<file path="src/sv/ffha_pkg.sv">
// Shared constants, command types and cell records for the first-fit heap allocator.
`default_nettype none
package ffha_pkg;

  localparam int ADDR_W            = 17;
  localparam int TOT_W             = ADDR_W + 1;
  localparam int MAX_HEAP_BYTES    = 65536;
  localparam int MIN_HEAP_BYTES    = 16;
  localparam int MAX_FREE_BLOCKS   = 64;
  localparam int MAX_USED_BLOCKS   = 64;
  localparam int HEADER_BYTES      = 8;
  localparam int FREE_HEADER_BYTES = 16;
  localparam int FCNT_W            = $clog2(MAX_FREE_BLOCKS + 1);
  localparam int SCAN_W            = $clog2((MAX_FREE_BLOCKS > MAX_USED_BLOCKS) ?
                                            MAX_FREE_BLOCKS : MAX_USED_BLOCKS);

  localparam logic [2:0] ST_OK       = 3'd0;
  localparam logic [2:0] ST_ZERO     = 3'd1;
  localparam logic [2:0] ST_NO_FIT   = 3'd2;
  localparam logic [2:0] ST_BAD_FREE = 3'd3;
  localparam logic [2:0] ST_FULL     = 3'd4;

  typedef enum logic [3:0] {
    F_IDLE,
    F_INIT,
    F_MARK,
    F_SCAN,
    F_DELETE,
    F_INSERT,
    F_ADD_PRE,
    F_ADD_NEXT,
    F_SET_BND,
    F_SUB_TOK
  } fop_t;

  typedef enum logic [2:0] {
    U_IDLE,
    U_INIT,
    U_MARK,
    U_SCAN,
    U_WRITE,
    U_CLEAR
  } uop_t;

  typedef struct packed {
    fop_t              op;
    logic [ADDR_W-1:0] key;
    logic [ADDR_W-1:0] start;
    logic [TOT_W-1:0]  total;
    logic [TOT_W:0]    total16;
  } fcmd_t;

  typedef struct packed {
    logic              valid;
    logic [ADDR_W-1:0] start;
    logic [ADDR_W-1:0] len;
    logic              r;
    logic              fit;
    logic              tok;
  } fent_t;

  typedef struct packed {
    uop_t              op;
    logic [ADDR_W-1:0] start;
    logic [ADDR_W-1:0] size;
  } ucmd_t;

  typedef struct packed {
    logic              valid;
    logic [ADDR_W-1:0] start;
    logic [ADDR_W-1:0] size;
    logic              m;
    logic              tok;
  } uent_t;

endpackage
`default_nettype wire

</file>
<file path="src/sv/ffha_free_cell.sv">
// One entry of the address-ordered free list chain.
`default_nettype none
module ffha_free_cell import ffha_pkg::*; (
  input  logic  clk,
  input  logic  rst,
  input  logic  is_head,
  input  fcmd_t cmd,
  input  fent_t prv,
  input  fent_t nxt,
  output fent_t ent,
  output logic  pre,
  output logic  bnd
);

  logic              valid;
  logic [ADDR_W-1:0] start;
  logic [ADDR_W-1:0] len;
  logic              r;
  logic              fit;
  logic              tok;

  // r marks this entry and everything above the split point
  assign pre = !r && nxt.r;
  assign bnd = r && !prv.r;
  assign ent = '{valid: valid, start: start, len: len, r: r, fit: fit, tok: tok};

  always_ff @(posedge clk) begin
    if (rst) begin
      valid <= is_head;
      start <= '0;
      len   <= ADDR_W'(MAX_HEAP_BYTES);
      r     <= 1'b0;
      fit   <= 1'b0;
      tok   <= 1'b0;
    end else begin
      case (cmd.op)
        F_INIT: begin
          valid <= is_head;
          start <= '0;
          len   <= cmd.key;
          r     <= 1'b0;
          fit   <= 1'b0;
          tok   <= 1'b0;
        end
        F_MARK: begin
          r   <= !valid || (start >= cmd.key);
          fit <= valid && (({1'b0, len} == cmd.total) || ({2'b00, len} >= cmd.total16));
          tok <= 1'b0;
        end
        F_SCAN: begin
          tok <= prv.tok;
        end
        F_DELETE: begin
          if (r) begin
            valid <= nxt.valid;
            start <= nxt.start;
            len   <= nxt.len;
          end
        end
        F_INSERT: begin
          if (bnd) begin
            valid <= 1'b1;
            start <= cmd.start;
            len   <= cmd.total[ADDR_W-1:0];
          end else if (r) begin
            valid <= prv.valid;
            start <= prv.start;
            len   <= prv.len;
          end
        end
        F_ADD_PRE: begin
          if (pre) len <= len + cmd.total[ADDR_W-1:0];
        end
        F_ADD_NEXT: begin
          if (pre) len <= len + nxt.len;
        end
        F_SET_BND: begin
          if (bnd) begin
            start <= cmd.start;
            len   <= len + cmd.total[ADDR_W-1:0];
          end
        end
        F_SUB_TOK: begin
          if (tok) len <= len - cmd.total[ADDR_W-1:0];
        end
        default: ;
      endcase
    end
  end

endmodule
`default_nettype wire

</file>
<file path="config.mk">
export PLATFORM = sky130hd
export DESIGN_NAME = ffha_free_cell
export DESIGN_NICKNAME = d
export VERILOG_FILES = /design/src/sv/ffha_pkg.sv /design/src/sv/ffha_free_cell.sv
export SDC_FILE = /design/constraint.sdc
export NUM_CORES = 1
export LEC_CHECK = 0
export BUFFER_PORTS_ARGS = -buffer_cell sky130_fd_sc_hd__buf_2
export CAP_MARGIN = 20
export CORE_MARGIN = 3
export CORE_UTILIZATION = 40
export DETAILED_ROUTE_END_ITERATION = 10
export PLACE_DENSITY = 0.67
export SLEW_MARGIN = 20
export SYNTH_ARGS = -nofsm -noshare
export SYNTH_HDL_FRONTEND = slang
export SYNTH_SLANG_ARGS = --single-unit
</file>
<file path="constraint.sdc">
create_clock -name clk -period 4.36 [get_ports clk]
set_input_delay 0.218 -clock clk [delete_from_list [all_inputs] [get_ports clk]]
set_output_delay 0.218 -clock clk [all_outputs]
set_load 0.02 [all_outputs]
</file>
; ---- After elaboration in Yosys (flattened, before gate mapping)
; Cells that the tools add are included.
[word_totals]
output_inout_bits = 40
mem_bits_ro = 0
ram_bits = 0
in_bits = 154
elab_cells = 67
ff_bits = 38
latchBits = 0
memories = 0
[op_classes]
n_eq_ne = 18
addsub = 3
shift = 0
magnitude_cmp = 2
n_mux = 21
reduce_logical = 17
bitwise_logic = 0
mul = 0
div = 0
[op_table]
columns = operator, count
row1 = 17-bit two-way mux, 11
row2 = 17-bit one-hot mux with 7 select lines, 1
row3 = 17-bit one-hot mux with 4 select lines, 1
row4 = 17-bit adder, 2
row5 = 17-bit by 19-bit greater-or-equal comparator with 1-bit output, 1
row6 = 17-bit by 18-bit == test with 1-bit output, 1
row7 = 17-bit greater-or-equal comparator, 1
row8 = 17-bit subtractor, 1
row9 = "4-bit by 3-bit == test with 1-bit output, second input constant", 4
row10 = "2-bit inequality test, second input constant", 5
row11 = "4-bit by 2-bit == test with 1-bit output, second input constant", 2
row12 = "4-bit == test, second input constant", 2
row13 = 4-bit nonzero test, 2
row14 = 7-bit AND reduction, 1
row15 = 7-bit nonzero test, 1
row16 = "3-bit inequality test, second input constant", 2
row17 = 1-bit one-hot mux with 2 select lines, 3
row18 = "4-bit by 1-bit == test with 1-bit output, second input constant", 1
row19 = 1-bit two-way mux, 4
row20 = "4-bit inequality test, second input constant", 1
row21 = 4-bit AND reduction, 1
row22 = 2-bit nonzero test, 2
row23 = 1-bit logical AND, 3
row24 = 1-bit logical NOT, 3
row25 = other kinds (4), 5

; ---- Longest topological paths before layout
[logic_depth]
depth_word = 5
mapped_depth = 17
depth_no_buf = 17

; ---- Worst setup path before layout
; OpenSTA, ideal clock, no wires.
[synth_timing]
kind = input -> register
from = input cmd[19] (netlist name)
to = register len[16]
path_buffers = 0
slack_ns = 1.070
required_time_ns = 4.234
cell_stages = 16
arrival_time_ns = 3.164
setup_time_ns = 0.126
path_cell_list = inv_1 -> ha_1 -> or4b_4 -> or2_1 -> or3_1 -> nor2_1 -> nor2_1 -> o221ai_1 -> ha_1 -> o21a_1 -> o22a_1 -> o21ai_0 -> o31ai_1 -> a211oi_1 -> o21ai_0 -> nor3b_2
[synth_between]
elab_chain_len = 3
elab_cells_between_ends = 6
cone_classes = add/sub: 2 / mux: 4
[synth_lines]
columns = item, line_no
row1 = from (decl), ffha_free_cell.sv:7  ; input fcmd_t cmd,
row2 = 17-bit subtractor or 17-bit adder (tied branches), "ffha_free_cell.sv:84, ffha_free_cell.sv:72, ffha_free_cell.sv:80"
row3 = 17-bit two-way mux (on tied branches), "ffha_free_cell.sv:84, ffha_free_cell.sv:72, ffha_free_cell.sv:78"
row4 = 17-bit one-hot mux with 7 select lines *, ffha_free_cell.sv:36  ; case (cmd.op)
row5 = to (signal assigned), ffha_free_cell.sv:40  ; len <= cmd.key;
row6 = to (signal assigned), ffha_free_cell.sv:80  ; len <= len + cmd.total[ADDR_W-1:0];
row7 = to (signal assigned), ffha_free_cell.sv:84  ; if (tok) len <= len - cmd.total[ADDR_W-1:0];
row8 = to (decl), ffha_free_cell.sv:17  ; logic [ADDR_W-1:0] len;
; Mark *: on every way between the ends. The rest lies on a longest branch, timed or not. The select of a mux whose other input is x is not followed.
; A chain may end at the register's enable or synchronous reset.

; ---- Worst setup path after layout
[layout_timing]
from = input cmd[72] (netlist name)
to = register len[14]
[layout_between]
elab_chain_len = 3
elab_cells_between_ends = 16
cone_classes = eq/ne: 13 / mux: 1 / reduce/logical: 2
[layout_lines]
columns = item, line_no
row1 = 4-bit == test (tied with other cells), ffha_free_cell.sv:36
row2 = 7-bit nonzero test (no source line) (tied with other cells), --
row3 = 7-bit AND reduction (no source line), --
row4 = to (signal assigned), ffha_free_cell.sv:31  ; len <= ADDR_W'(MAX_HEAP_BYTES);
row5 = to (signal assigned), ffha_free_cell.sv:40
row6 = to (signal assigned), ffha_free_cell.sv:57  ; len <= nxt.len;
; Parallel ways exist; a longest one is shown, timed or not.

==> results.yml <==
detailed_routing:
  wl_um: 19060
  drc_errors: 0
  dr_total_vias: 6081
  wl_per_cell_um: 18.03
  first_pass_iters: 7
  via_per_inst: 5.753
  drtIter0Drc: 596
  ant_nets: 0
sta:
  setup-violations-final: 0
  fin_skew_ns: 0.005254
  slew_viol_final: 0
  hold_viol: 0
  max_freq_ghz: 0.2778
  grt_setup_unrepaired: "no"
  maxSlewHeadroom_pct: 29.14
  setup_tns_ns: 0
  worst_pin_slew_ns: 1.059
  finalCritPeriodShare_pct: 82.58
  min_period_ns: 3.600
  timing.hold.ws_ns: 0.2309
finish:
  fin_cells: 1057
  syn2layout_area_growth_pct: 24.45
  antennaDiodeCount: 0
  final_layout_size_suffix_gt1_share_pct: 25.76
  n_fill_cell: 1315
  finalNetCount: 1095
  finish.instance_area_um2: 6311
  utilization_pct: 51.68
job:
  maxCapViolCount: 0
pwr:
  p_per_area_nw_per_um2: 230.7
  peakVddDrop_uv: 129.3
  leakagePower_uw: 0.003077
logic_synthesis:
  netlist_area_um2: 5071
  synth_seq_cells: 38
  postSynth.asyncResetShare_pct: 0
  syn_nets: 929
  ys_warn_count: 0
  synth_cell_types: 73
  synth-edff-count: 1
  ys.flop_type: "dfxtp_1"
  ys_seq_area_share_pct: 15.20
  postSynthAreaPerCell_um2: 7.024
  synthCells: 722
placement:
  dpl-instance-area_um2: 6117
  place_congestion: 0.9759
  dp_cells: 1049
  hpwlAfterDp_um: 15430
  port_buffers: 190
cts:
  cts.sinks: 38
  cts_root_buf: "clkbuf_16"
  cts_tree: "yes"
  cts_resized: 0
  hold_buffers: 0
  clkLatencyLatePin_ns: 0.28
  clockBufferDepth: 2
  clk_pin_slew_ns: 0.06
  cts_max_level: 2
  cts_buffers: 5
  post-cts-setup-buffers: 0
worst_setup_path:
  path_max_fanout: 21
  path_class: "in -> reg"
  crit_arrival_ns: 3.78
  startpoint_type: "input pin"
  crit_required_ns: 4.54
  end_kind: "flip-flop"
global_route:
  antenna_found_initial: 1
  grt_use_total_pct: 26.13
  grt_overflow: 0
  grt_max_degree: 41
  grt_pass1_vias: 5807
  grt_pass1_wl_um: 29790
worst_hold_path:
  hold_class: "in -> reg"
die:
  num_rows: 40
  start_util_pct: 41.53
  dieArea_um2: 14060
  die_h_um: 118.6
  ioPinCount: 194
  die_x_um: 118.6
  coreArea_um2: 12210
outcome:
  outcome: "finished, final reports clean"
## synth_stat cells (all sizes together), types with 5 or more instances
cell / n / area [um^2]
or2: 8 / 50.05
nor3: 17 / 85.08
nand2: 73 / 274.0
buf: 21 / 118.9
nor2b: 5 / 31.28
a222oi: 19 / 190.2
o21ai: 42 / 210.2
a311oi: 5 / 43.79
nand2b: 10 / 62.56
xor2: 22 / 192.7
xnor2: 18 / 157.7
a211oi: 14 / 105.1
inv: 47 / 176.4
or3: 8 / 55.05
a21oi: 63 / 319.1
ha: 52 / 650.6
a221oi: 9 / 78.83
o22ai: 8 / 50.05
dfxtp: 37 / 740.7
clkbuf: 21 / 78.83
nand3: 13 / 65.06
nand4: 5 / 31.28
nor4: 13 / 102.6
o211ai: 7 / 52.55
mux2i: 6 / 60.06
nor2: 93 / 351.6
a31oi: 14 / 87.58
o31ai: 7 / 52.55
o21a: 6 / 45.04
a21o: 17 / 127.6
## registers in the layout, indices dropped and copies added (netlist names)
name	flops
r	1
len	17
fit	1
valid	1
tok	1
start	17
## cell families (layout without fill, tap and decap cells)
group                    Yosys count  after routing  share of synthesized area (%)
flip-flops                        38             38                          15.20
buffers and inverters             89            256                          7.377
XOR/XNOR                          40             40                          6.908
AND/OR/NAND/NOR                  260            260                          24.80
adder cells (fa/ha/maj)           53             53                          13.22
multiplexers                       7              7                          1.406
AO/OA/AOI/OAI                    235            235                          31.09
## where the power goes
part	switching [uW]	leakage, uW	internal [uW]
Clock	157	0.0000953	321
Combinational	339	0.00267	243
Sequential	30.8	0.000311	366
Total	526	0.00308	930
## layout by cell type (no fill, tap or decap), drive strengths merged, types with 3 or more instances in the layout
cell    count
buf       201
nor2       93
nand2      73
a21oi      63
ha         52
inv        47
o21ai      42
dfxtp      37
xor2       22
a222oi     19
xnor2      18
nor3       17
a21o       17
a31oi      14
a211oi     14
nand3      13
nor4       13
nand2b     10
a221oi      9
o22ai       8
or3         8
or2         8
o31ai       7
o211ai      7
clkbuf      7
mux2i       6
o21a        6
nor2b       5
nand4       5
a311oi      5
nor3b       4
a22oi       3
or4         3
## critical path: stages
cell and delay (ns):
buf_2 0.22, or3b_1 0.54, a21o_1 0.39, nor4_1 0.27, o21ai_0 0.10, o21ai_0 0.08
a31oi_1 0.07, ha_1 0.38, nand3_1 0.10, a211oi_1 0.19, o21ai_0 0.25, o31ai_1 0.36
xnor2_1 0.16, a21oi_1 0.10, o41ai_1 0.34
## through the flow
stage | setup slack [ns] | total power [uW]
2_1_floorplan | 1.070 | 771.2
3_3_place_gp | 0.5765 | 973.7
3_5_place_dp | 0.5793 | 977.5
4_1_cts | 0.8148 | 1455
5_1_grt | 0.4822 | 1540
6_report | 0.7597 | 1456
## worst paths after layout
path / slack [ns] / cells past startpoint / endpoint / from
setup / recovery: 0.76 / 15 / len[14] / cmd[72]
hold / removal: 0.23 / 3 / tok / prv[0]
setup reg to reg: 1.50 / 10 / len[14] / len[0]
hold reg to reg: 0.50 / 2 / tok / tok
## metal layers
layer | vias to the layer above | track usage (%) | wire (um)
met5 | - | 0 | 13
li1 | 3002 | - | -
met4 | 2 | 8.834 | 575
met2 | 314 | 44.33 | 8737
met3 | 42 | 4.833 | 1730
met1 | 2721 | 33.21 | 7998
## final cells by class
class                      count  area [um^2]  share of cell area [%]
multi-input combinational    595         3926                   62.21
tap                          168        210.2                   3.331
inverter                      47        176.4                   2.795
timing repair buffer         201         1033                   16.38
clock buffer                   7        163.9                   2.597
sequential                    38        770.7                   12.21
clock inverter                 1        30.03                  0.4758
Note: power is estimated with default switching activity, not from simulation.
