File: src/sv/ffha_pkg.sv
// Shared constants, command types and cell records for the first-fit heap allocator.
`default_nettype none
package ffha_pkg;

  localparam int ADDR_W            = 17;
  localparam int TOT_W             = ADDR_W + 1;
  localparam int MAX_HEAP_BYTES    = 65536;
  localparam int MIN_HEAP_BYTES    = 16;
  localparam int MAX_FREE_BLOCKS   = 64;
  localparam int MAX_USED_BLOCKS   = 64;
  localparam int HEADER_BYTES      = 8;
  localparam int FREE_HEADER_BYTES = 16;
  localparam int FCNT_W            = $clog2(MAX_FREE_BLOCKS + 1);
  localparam int SCAN_W            = $clog2((MAX_FREE_BLOCKS > MAX_USED_BLOCKS) ?
                                            MAX_FREE_BLOCKS : MAX_USED_BLOCKS);

  localparam logic [2:0] ST_OK       = 3'd0;
  localparam logic [2:0] ST_ZERO     = 3'd1;
  localparam logic [2:0] ST_NO_FIT   = 3'd2;
  localparam logic [2:0] ST_BAD_FREE = 3'd3;
  localparam logic [2:0] ST_FULL     = 3'd4;

  typedef enum logic [3:0] {
    F_IDLE,
    F_INIT,
    F_MARK,
    F_SCAN,
    F_DELETE,
    F_INSERT,
    F_ADD_PRE,
    F_ADD_NEXT,
    F_SET_BND,
    F_SUB_TOK
  } fop_t;

  typedef enum logic [2:0] {
    U_IDLE,
    U_INIT,
    U_MARK,
    U_SCAN,
    U_WRITE,
    U_CLEAR
  } uop_t;

  typedef struct packed {
    fop_t              op;
    logic [ADDR_W-1:0] key;
    logic [ADDR_W-1:0] start;
    logic [TOT_W-1:0]  total;
    logic [TOT_W:0]    total16;
  } fcmd_t;

  typedef struct packed {
    logic              valid;
    logic [ADDR_W-1:0] start;
    logic [ADDR_W-1:0] len;
    logic              r;
    logic              fit;
    logic              tok;
  } fent_t;

  typedef struct packed {
    uop_t              op;
    logic [ADDR_W-1:0] start;
    logic [ADDR_W-1:0] size;
  } ucmd_t;

  typedef struct packed {
    logic              valid;
    logic [ADDR_W-1:0] start;
    logic [ADDR_W-1:0] size;
    logic              m;
    logic              tok;
  } uent_t;

endpackage
`default_nettype wire

File: src/sv/ffha_used_cell.sv
// One entry of the live allocation chain.
`default_nettype none
module ffha_used_cell import ffha_pkg::*; (
  input  logic  clk,
  input  logic  rst,
  input  ucmd_t cmd,
  input  logic  prv_tok,
  output uent_t ent
);

  logic              valid;
  logic [ADDR_W-1:0] start;
  logic [ADDR_W-1:0] size;
  logic              m;
  logic              tok;

  assign ent = '{valid: valid, start: start, size: size, m: m, tok: tok};

  always_ff @(posedge clk) begin
    if (rst) begin
      valid <= 1'b0;
      m     <= 1'b0;
      tok   <= 1'b0;
    end else begin
      case (cmd.op)
        U_INIT: begin
          valid <= 1'b0;
          m     <= 1'b0;
          tok   <= 1'b0;
        end
        U_MARK: begin
          m   <= valid && (start == cmd.start);
          tok <= 1'b0;
        end
        U_SCAN: begin
          tok <= prv_tok;
        end
        U_WRITE: begin
          if (tok) begin
            valid <= 1'b1;
            start <= cmd.start;
            size  <= cmd.size;
          end
        end
        U_CLEAR: begin
          if (m) valid <= 1'b0;
        end
        default: ;
      endcase
    end
  end

endmodule
`default_nettype wire

File: config.mk
export PLATFORM = sky130hd
export DESIGN_NAME = ffha_used_cell
export DESIGN_NICKNAME = d
export VERILOG_FILES = /design/src/sv/ffha_pkg.sv /design/src/sv/ffha_used_cell.sv
export SDC_FILE = /design/constraint.sdc
export NUM_CORES = 1
export LEC_CHECK = 0
export ABC_CLOCK_PERIOD_IN_PS = 7300
export CORE_MARGIN = 3
export CORE_UTILIZATION = 40
export DETAILED_ROUTE_END_ITERATION = 6
export DONT_BUFFER_PORTS = 1
export SETUP_SLACK_MARGIN = 0.5
export SLEW_MARGIN = 0
export SYNTH_ARGS = -nofsm -noshare
export SYNTH_HDL_FRONTEND = slang
export SYNTH_SLANG_ARGS = --single-unit
File: constraint.sdc
create_clock -name clk -period 7.3 [get_ports clk]
set_input_delay 2.19 -clock clk [delete_from_list [all_inputs] [get_ports clk]]
set_output_delay 2.19 -clock clk [all_outputs]
set_load 0.01 [all_outputs]
# After elaboration in Yosys (flattened, before gate mapping)
# Index checks and enable logic that the tools add are counted.
dict set report word_totals {
  ff_bits 37
  output_inout_bits 37
  word_cells 26
}
dict set report classes {
  eq_ne 8
  muxes 5
  bitwise 1
  reduce_logical 7
}
# cell count
set ops {}
lappend ops {{equality test 17 bit} 1}
lappend ops {{equality test 3 x 2 -> 1 bit (second input constant)} 2}
lappend ops {{equality test 3 bit (second input constant)} 2}
lappend ops {{AND reduction 3 bit} 2}
lappend ops {{inequality test 2 bit (second input constant)} 2}
lappend ops {{case mux 1 bit (2 select lines)} 2}
lappend ops {{nonzero test 2 bit} 2}
lappend ops {{equality test 3 x 1 -> 1 bit (second input constant)} 1}
lappend ops {{case mux 1 bit (3 select lines)} 1}
lappend ops {{nonzero test 3 bit} 1}
lappend ops {{two-way mux 1 bit} 2}
lappend ops {{OR reduction 2 bit} 1}
lappend ops {{logical AND 1 bit} 1}
lappend ops {{inverter 1 bit} 1}

# Depth between registers and ports, before layout
# Gate-level depths: netlist (run 1).
dict set report depth {
  depth_word 3
  mapped_depth 4
}

# Least setup slack after synthesis (run 1)
# Ideal clock, no wire load.
dict set report synth_timing {
  path_type {input-to-reg}
  start {input port cmd[34] (netlist name)}
  end {register size[0] (enable)}
  setup_ns 0.427
  t_arrival_ns 3.867
  required_ns 6.873
  path_slack_ns 3.006
  stages 3
  cell_sequence {nor2_1 nand3_1 nor2_1}
}
dict set report synth_via {
  elab_chain_cells 2
}
# item line
set synth_rtl {}
lappend synth_rtl {{from (decl)} ffha_used_cell.sv:6} ;# input ucmd_t cmd,
lappend synth_rtl {{equality test 3 bit} ffha_used_cell.sv:25} ;# case (cmd.op)
lappend synth_rtl {{AND reduction 3 bit (no source line)} --}
lappend synth_rtl {{to (signal assigned)} ffha_used_cell.sv:42} ;# size <= cmd.size;
lappend synth_rtl {{to (decl)} ffha_used_cell.sv:13} ;# logic [ADDR_W-1:0] size;
# No other way between the ends.
# A chain may end at the register's enable or synchronous reset.

# Worst setup path after layout (run 1)
dict set report layout_timing {
  start {input port cmd[34] (netlist name)}
  end {register size[2] (enable)}
}
# Same word-level chain as after synthesis.

==> results.md, run 1 <==
- Die area: 4250 sq um
- Share of the synthesized area in the top cell type: 72.8%
- Post-synthesis register bit count: 37
- Reg2reg start: tok$_SDFFE_PP0P_
- RSZ-0062 raised after global routing: false
- Vias: 657
- CTS Buf Count: 5
- Ant diodes: 0
- DRT iter0 DRCs: 31
- H-tree depth: 2
- Hold Path Origin: tok$_SDFFE_PP0P_
- Tcrit/Tclk final: 44.5%
- Final setup TNS: 0 ns
- WL met3: 348 um
- Cell Pwr Density: 247 nW/um^2
- Pins over their slew limit: 0
- Minimum clock period after layout: 3.25 ns
- Hold Buf Count CTS: 0
- Post-CTS setup buffers: 0
- Layout cell share with drive strength beyond 1: 12.9%
- Area Growth Syn to Fin: 8.47%
- Seq/Total Area, Yosys: 77.1%
- Number of global-route vias before repair: 728
- GP Congestion: 0.618
- Grt ovf: 0
- Final setup fails: 0
- Slew headroom: 38.1%
- Clock Root Buffer: clkbuf_4
- Highest metal used: met4
- Post-DP HPWL: 1760 um
- Total track usage: 11.6%
- Netlist Area Pre-Place: 1400 sq um
- Netlist cell types: 18
- Status: complete, no violations
- Post-route ant nets: 0
- I/O Pins: 77
- CTS Sinks: 37
- WP data arrival: 3.20 ns
- First-pass GRT wire length: 3530 um
- Max Clock Skew: 0.0140 ns
- Hold Vio Cnt, Final: 0
- Row count: 20
- Critical Path RT: 7.26 ns
- CTS-repair resized insts: 0
- M1 WL: 834 um
- Worst Tran Pin Value: 0.926 ns
- Syn Nets: 120
- R2R depth: 2
- Worst-case clock buffer depth: 2
- Chip width: 65.2 um
- Routed WL: 2360 um
- Met2 WL: 1160 um
- RR Endpoint: size[2]$_DFFE_PP_
- DR pass1 iterations: 2
- Critical path type: input port to flop
- Final net count: 124
- Yosys warnings: 0
- Initial core utilization: 43.8%
- Die H: 65.2 um
- Cells after synthesis: 80
- Hold Path End: tok$_SDFFE_PP0P_
- Clk_lat worst skew: 0.33 ns
- Largest net degree at the start of global routing: 36
- Clock slew at reported path FFs: 0.11 ns
- Worst setup EP type: flop
- F_max: 308 MHz
- WL/cell: 18.3 um
- HP Class: flop to flop
- Area leader, netlist: edfxtp_1
- Max cap viols: 0
- Power Total: 376 uW
- Leak: 0.000470 uW
- TritonCTS clock tree: built
- Critical Path Start Type: input port
- VDD IR max: 147 uV
- Reg2reg setup slack: 5.63 ns
- Initial antenna violation count: 0
- Final Util: 47.5%
- Number of buffers added on ports: 0
- Largest cells by area after synthesis: edfxtp_1, xor2_1, xnor2_1
- Worst-path fanout max: 35
- Syn avg cell area: 17.5 sq um
- Core ar.: 3200 sq um
- Routed vias/inst: 5.09
- Hold Path Stages: 2
- # DRC: 0
==> registers in the layout, indices dropped and copies added (netlist names) <==
signal	cells
m	1
valid	1
tok	1
size	17
start	17
==> area by class of cell <==
class / count / area, sq um
clock buffers: 5 / 37.5
clock inverters: 3 / 41.3
fillers: 292 / 1680
inverters: 1 / 3.75
multi-input cells: 39 / 303
flip-flops and latches: 37 / 1080
well taps: 44 / 55.1
==> placed cells by master, fill, tap and decap left out, types with 2 or more instances in the layout <==
cell type  instances
xnor2_1            7
nor2_1             2
dfxtp_1            3
xor2_1            11
nor2b_1            4
nand3_1            4
clkbuf_4           5
nor4_2             2
edfxtp_1          34
==> layer usage <==
metal / up-vias / global-route usage [%]
met5: - / 0
met4: 0 / 6.99
met3: 2 / 7.35
met2: 48 / 17.4
met1: 310 / 12.0
li1: 297 / -
==> worst max path at each step <==
stage,start,to,slack [ns],depth (start not counted)
3_3_place_gp,cmd[34],size[0]$_DFFE_PP_,3.75,3
5_1_grt,cmd[34],size[3]$_DFFE_PP_,3.94,3
3_5_place_dp,cmd[34],size[4]$_DFFE_PP_,3.70,3
2_1_floorplan,cmd[34],size[0]$_DFFE_PP_,3.01,3
4_1_cts,cmd[34],start[4]$_DFFE_PP_,4.04,3
6_report,cmd[34],size[2]$_DFFE_PP_,4.05,3
==> power breakdown <==
| part | switching, uW | total (uW) | internal, uW |
|---|---|---|---|
| clock | 65.9 | 137 | 70.9 |
| combinational | 3.12 | 7.14 | 4.02 |
| sequential | 0.567 | 232 | 231 |
| total | 69.6 | 376 | 306 |
==> critical path: stages <==
cell and delay [ns]:
nor2_1 0.14, nand3_1 0.14, nor2_4 0.73
==> synth_stat cells (all sizes together) <==
library cell  count
nand4             1
xnor2             7
nand2             1
nand3             4
a21oi             1
xor2             11
o21ai             2
nor2              3
nor2b             4
o41ai             1
dfxtp             3
nor4              2
buf               3
o32a              1
nor3              1
edfxtp           34
inv               1
==> through the flow <==
stage / hold slack (ns) / cell area (sq um) / cells / worst slack (ns)
CTS: 0.548 / 1520 / 129 / 4.04
global route: 0.596 / 1520 / 129 / 3.94
floorplan: 0.457 / 1400 / 80 / 3.01
detailed placement: 0.532 / 1440 / 121 / 3.70
global placement: 0.531 / 1440 / 121 / 3.75
finish: 0.549 / 1520 / 129 / 4.05
==> kinds of logic (layout without fill, tap and decap cells) <==
logic type      Yosys count  count (layout)  synth area share, %
flops                    37              37                 77.1
xor+xnor                 18              18                 11.2
simple gates             16              16                 6.87
compound gates            5               5                 2.94
buf+inv                   4               9                 1.87
Power figures use the tool's default switching activity.
==> run 2, diff against run 1 <==
Settings changed: ABC_CLOCK_PERIOD_IN_PS 7300 to 3100.
Clock period 7.3 ns to 3.1 ns, I/O delays scaled along.
==> run 2 against run 1 <==
Net effect:
- sequential cell count is the same
- first-iteration DRC count is 71% higher
- worst hold slack lost 0.0041 ns
- sequential share of layout area up 0.35 points
- final cell count up 0.78%
- non-clock buffer count increased by 1
- routed wire length rose by 2.9%
- clock power is 71% higher
- combinational power grew 140%
- sequential power increased by 140%
- critical path type unchanged
- critical endpoint is now start[10]$_DFFE_PP_
- largest cell class unchanged
==> results.md, run 2 (same netlist as run 1, synthesis figures left out) <==
- H-tree depth: 2 (unchanged)
- Cell Pwr Density: 527 nW/um^2 (+110%)
- Worst setup EP type: flop
- Row count: 20 (unchanged)
- Clock Root Buffer: clkbuf_4
- Routed WL: 2430 um (+2.9%)
- Reg2reg start: start[10]$_DFFE_PP_
- Core ar.: 3200 sq um (unchanged)
- Leak: 0.000471 uW (+0.27%)
- Post-CTS setup buffers: 0 (unchanged)
- Number of buffers added on ports: 0 (unchanged)
- Hold Path Stages: 2 (unchanged)
- Post-DP HPWL: 1900 um (+8.2%)
- Hold Buf Count CTS: 0 (unchanged)
- Total track usage: 12.0% (+0.43 points)
- Hold Slack: 0.545 ns (-0.00408 ns)
- Max cap viols: 0 (unchanged)
- Worst-path fanout max: 18 (-49%)
- DR pass1 iterations: 2 (unchanged)
- Placed instance area: 1460 sq um (+1.4%)
- RR Endpoint: m$_SDFFE_PP0P_
- Max Clock Skew: 0.00970 ns (-0.00434 ns)
- Biggest regs: size x17, start x17
- Initial core utilization: 43.8% (unchanged)
- Final setup TNS: 0 ns (unchanged)
- Tcrit/Tclk final: 59.9%
- Hold Vio Cnt, Final: 0 (unchanged)
- TritonCTS clock tree: built
- Number of global-route vias before repair: 740 (+1.6%)
- Vias: 663 (+0.91%)
- CP cell instances: nor2_1 > nand3_1 > nor2_4 > buf_12
- Largest net degree at the start of global routing: 19 (-47%)
- Worst Setup SP: cmd[34]
- Slew headroom: 65.7% (+28 points)
- Grt ovf: 0 (unchanged)
- WL/cell: 18.7 um (+2.1%)
- Clock slew at reported path FFs: 0.11 ns (about the same)
- R2R depth: 4 (+2)
- Status: complete, no violations
- # DRC: 0 (unchanged)
- CP max-delay cell: nor2_4
- F_max: 539 MHz
- Initial antenna violation count: 0 (unchanged)
- Critical Path RT: 3.14 ns (-4.12 ns)
- Commonest non-fill, non-tap cell in the layout: edfxtp_1
- Minimum clock period after layout: 1.86 ns
- Fillers: 297 (+1.7%)
- WP data arrival: 1.90 ns (-1.30 ns)
- Critical Path Start Type: input port
- Placed insts: 122 (+0.83%)
- HP Class: flop to flop
- Setup crit end: start[10]$_DFFE_PP_
- DRT iter0 DRCs: 53 (+71%)
- Layout cell share with drive strength beyond 1: 14.0% (+1.0 points)
- Ant diodes: 0 (unchanged)
- Worst-case clock buffer depth: 2 (unchanged)
- Final net count: 125 (+0.81%)
- Area Growth Syn to Fin: 7.94%
- Reg2reg setup slack: 1.57 ns (-4.06 ns)
- CTS Sinks: 37 (unchanged)
- Die area: 4250 sq um (unchanged)
- CTS-repair resized insts: 0 (unchanged)
- Chip width: 65.2 um (unchanged)
- VDD IR max: 321 uV (+120%)
- Final setup fails: 0 (unchanged)
- CTS Buf Count: 5 (unchanged)
- RSZ-0062 raised after global routing: false
- First-pass GRT wire length: 3570 um (+1.2%)
- Clk_lat worst skew: 0.33 ns (about the same)
- GP Congestion: 0.655 (+6.0%)
- Post-route ant nets: 0 (unchanged)
- Die H: 65.2 um (unchanged)
- Design area: 1510 sq um (-0.49%)
- Worst Tran Pin Value: 0.513 ns (-0.414 ns)
- Routed vias/inst: 5.10 (+0.14%)
- Pins over their slew limit: 0 (unchanged)
- I/O Pins: 77 (unchanged)
- Critical path type: input port to flop
- Most frequent cells in the layout: edfxtp_1, xor2_1, xnor2_1
- Cell Count, Final, Fillers Out: 130 (+0.78%)
- CP max stage delay: 0.43 ns (-0.30 ns)
-- run 2: how the worst min path moves through the flow --
| stage | startpoint | to | slack [ns] |
|---|---|---|---|
| 6_report | tok$_SDFFE_PP0P_ | tok$_SDFFE_PP0P_ | 0.54 |
| 5_1_grt | valid$_SDFFE_PP0P_ | m$_SDFFE_PP0P_ | 0.60 |
| 4_1_cts | tok$_SDFFE_PP0P_ | tok$_SDFFE_PP0P_ | 0.55 |
| 3_5_place_dp | tok$_SDFFE_PP0P_ | tok$_SDFFE_PP0P_ | 0.53 |
| 3_3_place_gp | tok$_SDFFE_PP0P_ | tok$_SDFFE_PP0P_ | 0.53 |
| 2_1_floorplan | tok$_SDFFE_PP0P_ | tok$_SDFFE_PP0P_ | 0.46 |
-- run 2: worst max-delay path, delay by kind of cell --
kind	cells	cell delay, ns
simple gates	3	0.74
buf+inv	1	0.22
-- run 2: power breakdown --
part | internal (uW) | total (uW) | switching (uW)
Combinational | 9.59 | 17.0 | 7.40
Clock | 86.4 | 234 | 148
Sequential | 545 | 546 | 1.31
Total | 641 | 798 | 157
-- run 2: area by class of cell --
cell class / instances / area (sq um) / share of cell area, %
Clock inverter: 2 / 10.0 / 0.661
Inverter: 1 / 3.75 / 0.248
Multi-Input combinational cell: 39 / 303 / 20.0
Sequential cell: 37 / 1080 / 71.4
Tap cell: 44 / 55.1 / 3.64
Clock buffer: 6 / 41.3 / 2.73
Timing Repair Buffer: 1 / 20.0 / 1.32
-- run 2: stage by stage --
| step | util [%] | setup WS, ns | total power, uW |
|---|---|---|---|
| 2_1_floorplan | - | 0.634 | 573 |
| 3_3_place_gp | 45.7 | 0.934 | 574 |
| 3_5_place_dp | 45.7 | 0.891 | 575 |
| 4_1_cts | 47.3 | 1.25 | 810 |
| 5_1_grt | 47.3 | 1.21 | 837 |
| 6_report | 47.3 | 1.24 | 798 |
-- run 2: metal layers --
layer / GRT usage [%] / share of wire (%) / vias up
li1: - / - / 302
met1: 11.5 / 32 / 315
met2: 19.5 / 53 / 44
met3: 8.38 / 14 / 2
met4: 5.44 / 0.82 / 0
met5: 0 / 0 / -
==> run 3, diff against run 2 <==
Settings changed: ABC_CLOCK_PERIOD_IN_PS 3100 to 1750.
Clock period 3.1 ns to 1.75 ns, I/O delays scaled along.
==> run 3 against run 2 <==
Net effect:
- via count increased by 0.30%
- power increased by 96%
- clock power increased by 140%
- utilization increased by 1.4 points
- sequential cell count unchanged
- combinational power increased by 79%
- critical path depth unchanged
- non-clock buffer count increased by 1
- die area unchanged
- final area increased by 3.0%
- sequential share of layout area decreased by 1.7 points
- critical path type is now flop to flop
- first-iteration DRC count decreased by 36%
==> results.md, run 3 (same netlist as run 1, synthesis figures left out) <==
- Routed WL: 2360 um (-3.2%)
- Worst-path fanout max: 2 (-16)
- TritonCTS clock tree: built
- Hold Vio Cnt, Final: 0 (unchanged)
- WL/cell: 18.0 um (-3.9%)
- WP data arrival: 1.63 ns (-0.27 ns)
- Vias: 665 (+0.30%)
- Clock Root Buffer: clkbuf_4
- Leak: 0.000486 uW (+3.3%)
- Chip width: 65.2 um (unchanged)
- Critical Path RT: 1.99 ns (-1.15 ns)
- F_max: 723 MHz
- Cell Pwr Density: 1000 nW/um^2 (+91%)
- Pins over their slew limit: 0 (unchanged)
- Initial core utilization: 43.8% (unchanged)
- Tcrit/Tclk final: 79.0%
- Worst-case clock buffer depth: 2 (unchanged)
- GP Congestion: 0.657 (+0.34%)
- Final setup fails: 0 (unchanged)
- Max cap viols: 0 (unchanged)
- Commonest non-fill, non-tap cell in the layout: edfxtp_1
- Final setup TNS: 0 ns (unchanged)
- Post-DP HPWL: 1830 um (-4.0%)
- CTS Sinks: 37 (unchanged)
- # DRC: 0 (unchanged)
- Max Clock Skew: 0.00937 ns (-0.000325 ns)
- Die area: 4250 sq um (unchanged)
- Most frequent cells in the layout: edfxtp_1, xor2_1, xnor2_1
- Initial antenna violation count: 0 (unchanged)
- Area Growth Syn to Fin: 11.2%
- Routed vias/inst: 5.08 (-0.46%)
- Number of global-route vias before repair: 741 (+0.14%)
- Design area: 1560 sq um (+3.0%)
- DRT iter0 DRCs: 34 (-36%)
- RSZ-0062 raised after global routing: true
- Minimum clock period after layout: 1.38 ns
- H-tree depth: 2 (unchanged)
- Total track usage: 12.1% (+0.097 points)
- First-pass GRT wire length: 3550 um (-0.59%)
- Critical path type: flop to flop
- Post-route ant nets: 0 (unchanged)
- Critical Path Start Type: flop
- CTS Buf Count: 5 (unchanged)
- Final Util: 48.7% (+1.4 points)
- Placed instance area: 1470 sq um (+0.51%)
- Clock slew at reported path FFs: 0.10 ns (about the same)
- Row count: 20 (unchanged)
- Fillers: 293 (-1.3%)
- Die H: 65.2 um (unchanged)
- Final net count: 126 (+0.80%)
- Number of buffers added on ports: 0 (unchanged)
- Cell Count, Final, Fillers Out: 131 (+0.77%)
- Status: complete, no violations
- I/O Pins: 77 (unchanged)
- Grt ovf: 0 (unchanged)
- Clk_lat worst skew: 0.34 ns (about the same)
- Slew headroom: 84.1% (+18 points)
- Placed insts: 123 (+0.82%)
- Ant diodes: 0 (unchanged)
- Largest net degree at the start of global routing: 23 (+4)
- Layout cell share with drive strength beyond 1: 19.5% (+5.6 points)
- HP Class: input port to flop
- Core ar.: 3200 sq um (unchanged)
- Worst Tran Pin Value: 0.237 ns (-0.276 ns)
- Post-CTS setup buffers: 0 (unchanged)
- Biggest regs: size x17, start x17
- DR pass1 iterations: 4 (+2)
- VDD IR max: 640 uV (+99%)
- Worst setup EP type: flop
[run 3: area by class of cell]
type / count / area [sq um] / area share (%)
Clock buffer: 6 / 41.3 / 2.65
Clock inverter: 2 / 38.8 / 2.49
Inverter: 1 / 3.75 / 0.241
Multi-Input combinational cell: 39 / 315 / 20.2
Sequential cell: 37 / 1090 / 69.7
Tap cell: 44 / 55.1 / 3.53
Timing Repair Buffer: 2 / 18.8 / 1.20
[run 3: per-stage QoR]
step | total power, uW | setup slack, ns | hold slack (ns)
3_5_place_dp | 1020 | 0.272 | 0.559
4_1_cts | 1590 | 0.338 | 0.220
2_1_floorplan | 1020 | 0.0816 | 0.469
5_1_grt | 1640 | 0.260 | 0.201
3_3_place_gp | 1020 | 0.306 | 0.548
6_report | 1570 | 0.367 | 0.240
[run 3: power breakdown]
part	internal, uW	leakage [uW]	switching (uW)
clock network	304	0.0000424	265
logic	17.8	0.000113	12.7
registers	964	0.000331	2.44
[run 3: path summary, 6_finish.rpt]
check,start,to,slack [ns],cells past startpoint
max,start[16]$_DFFE_PP_,m$_SDFFE_PP0P_,0.37,4
min,rst,tok$_SDFFE_PP0P_,0.24,1
max reg2reg,start[16]$_DFFE_PP_,m$_SDFFE_PP0P_,0.37,4
min reg2reg,tok$_SDFFE_PP0P_,tok$_SDFFE_PP0P_,0.54,2
[run 3: worst max-delay path, cell delays in order, from the launching register on]
cell,delay [ns]
edfxtp_1,0.46
xor2_1,0.18
nor4_2,0.30
nand3_1,0.15
o41ai_2,0.20
[run 3: repair_timing]
item | 4_1_cts | 5_1_grt
resized for setup | 3 | 1
hold buffers | 0 | 0
gates cloned | 0 | 0
endpoints found under the setup margin | 59 | 42
[run 3: per-layer routing]
layer	part of all wire (%)	wire [um]	track usage [%]	vias to the layer above
li1	-	-	-	302
met1	34	800	11.8	310
met2	49	1160	18.2	48
met3	15	346	10.1	5
met4	1.9	44	5.44	0
met5	0	0	0	-
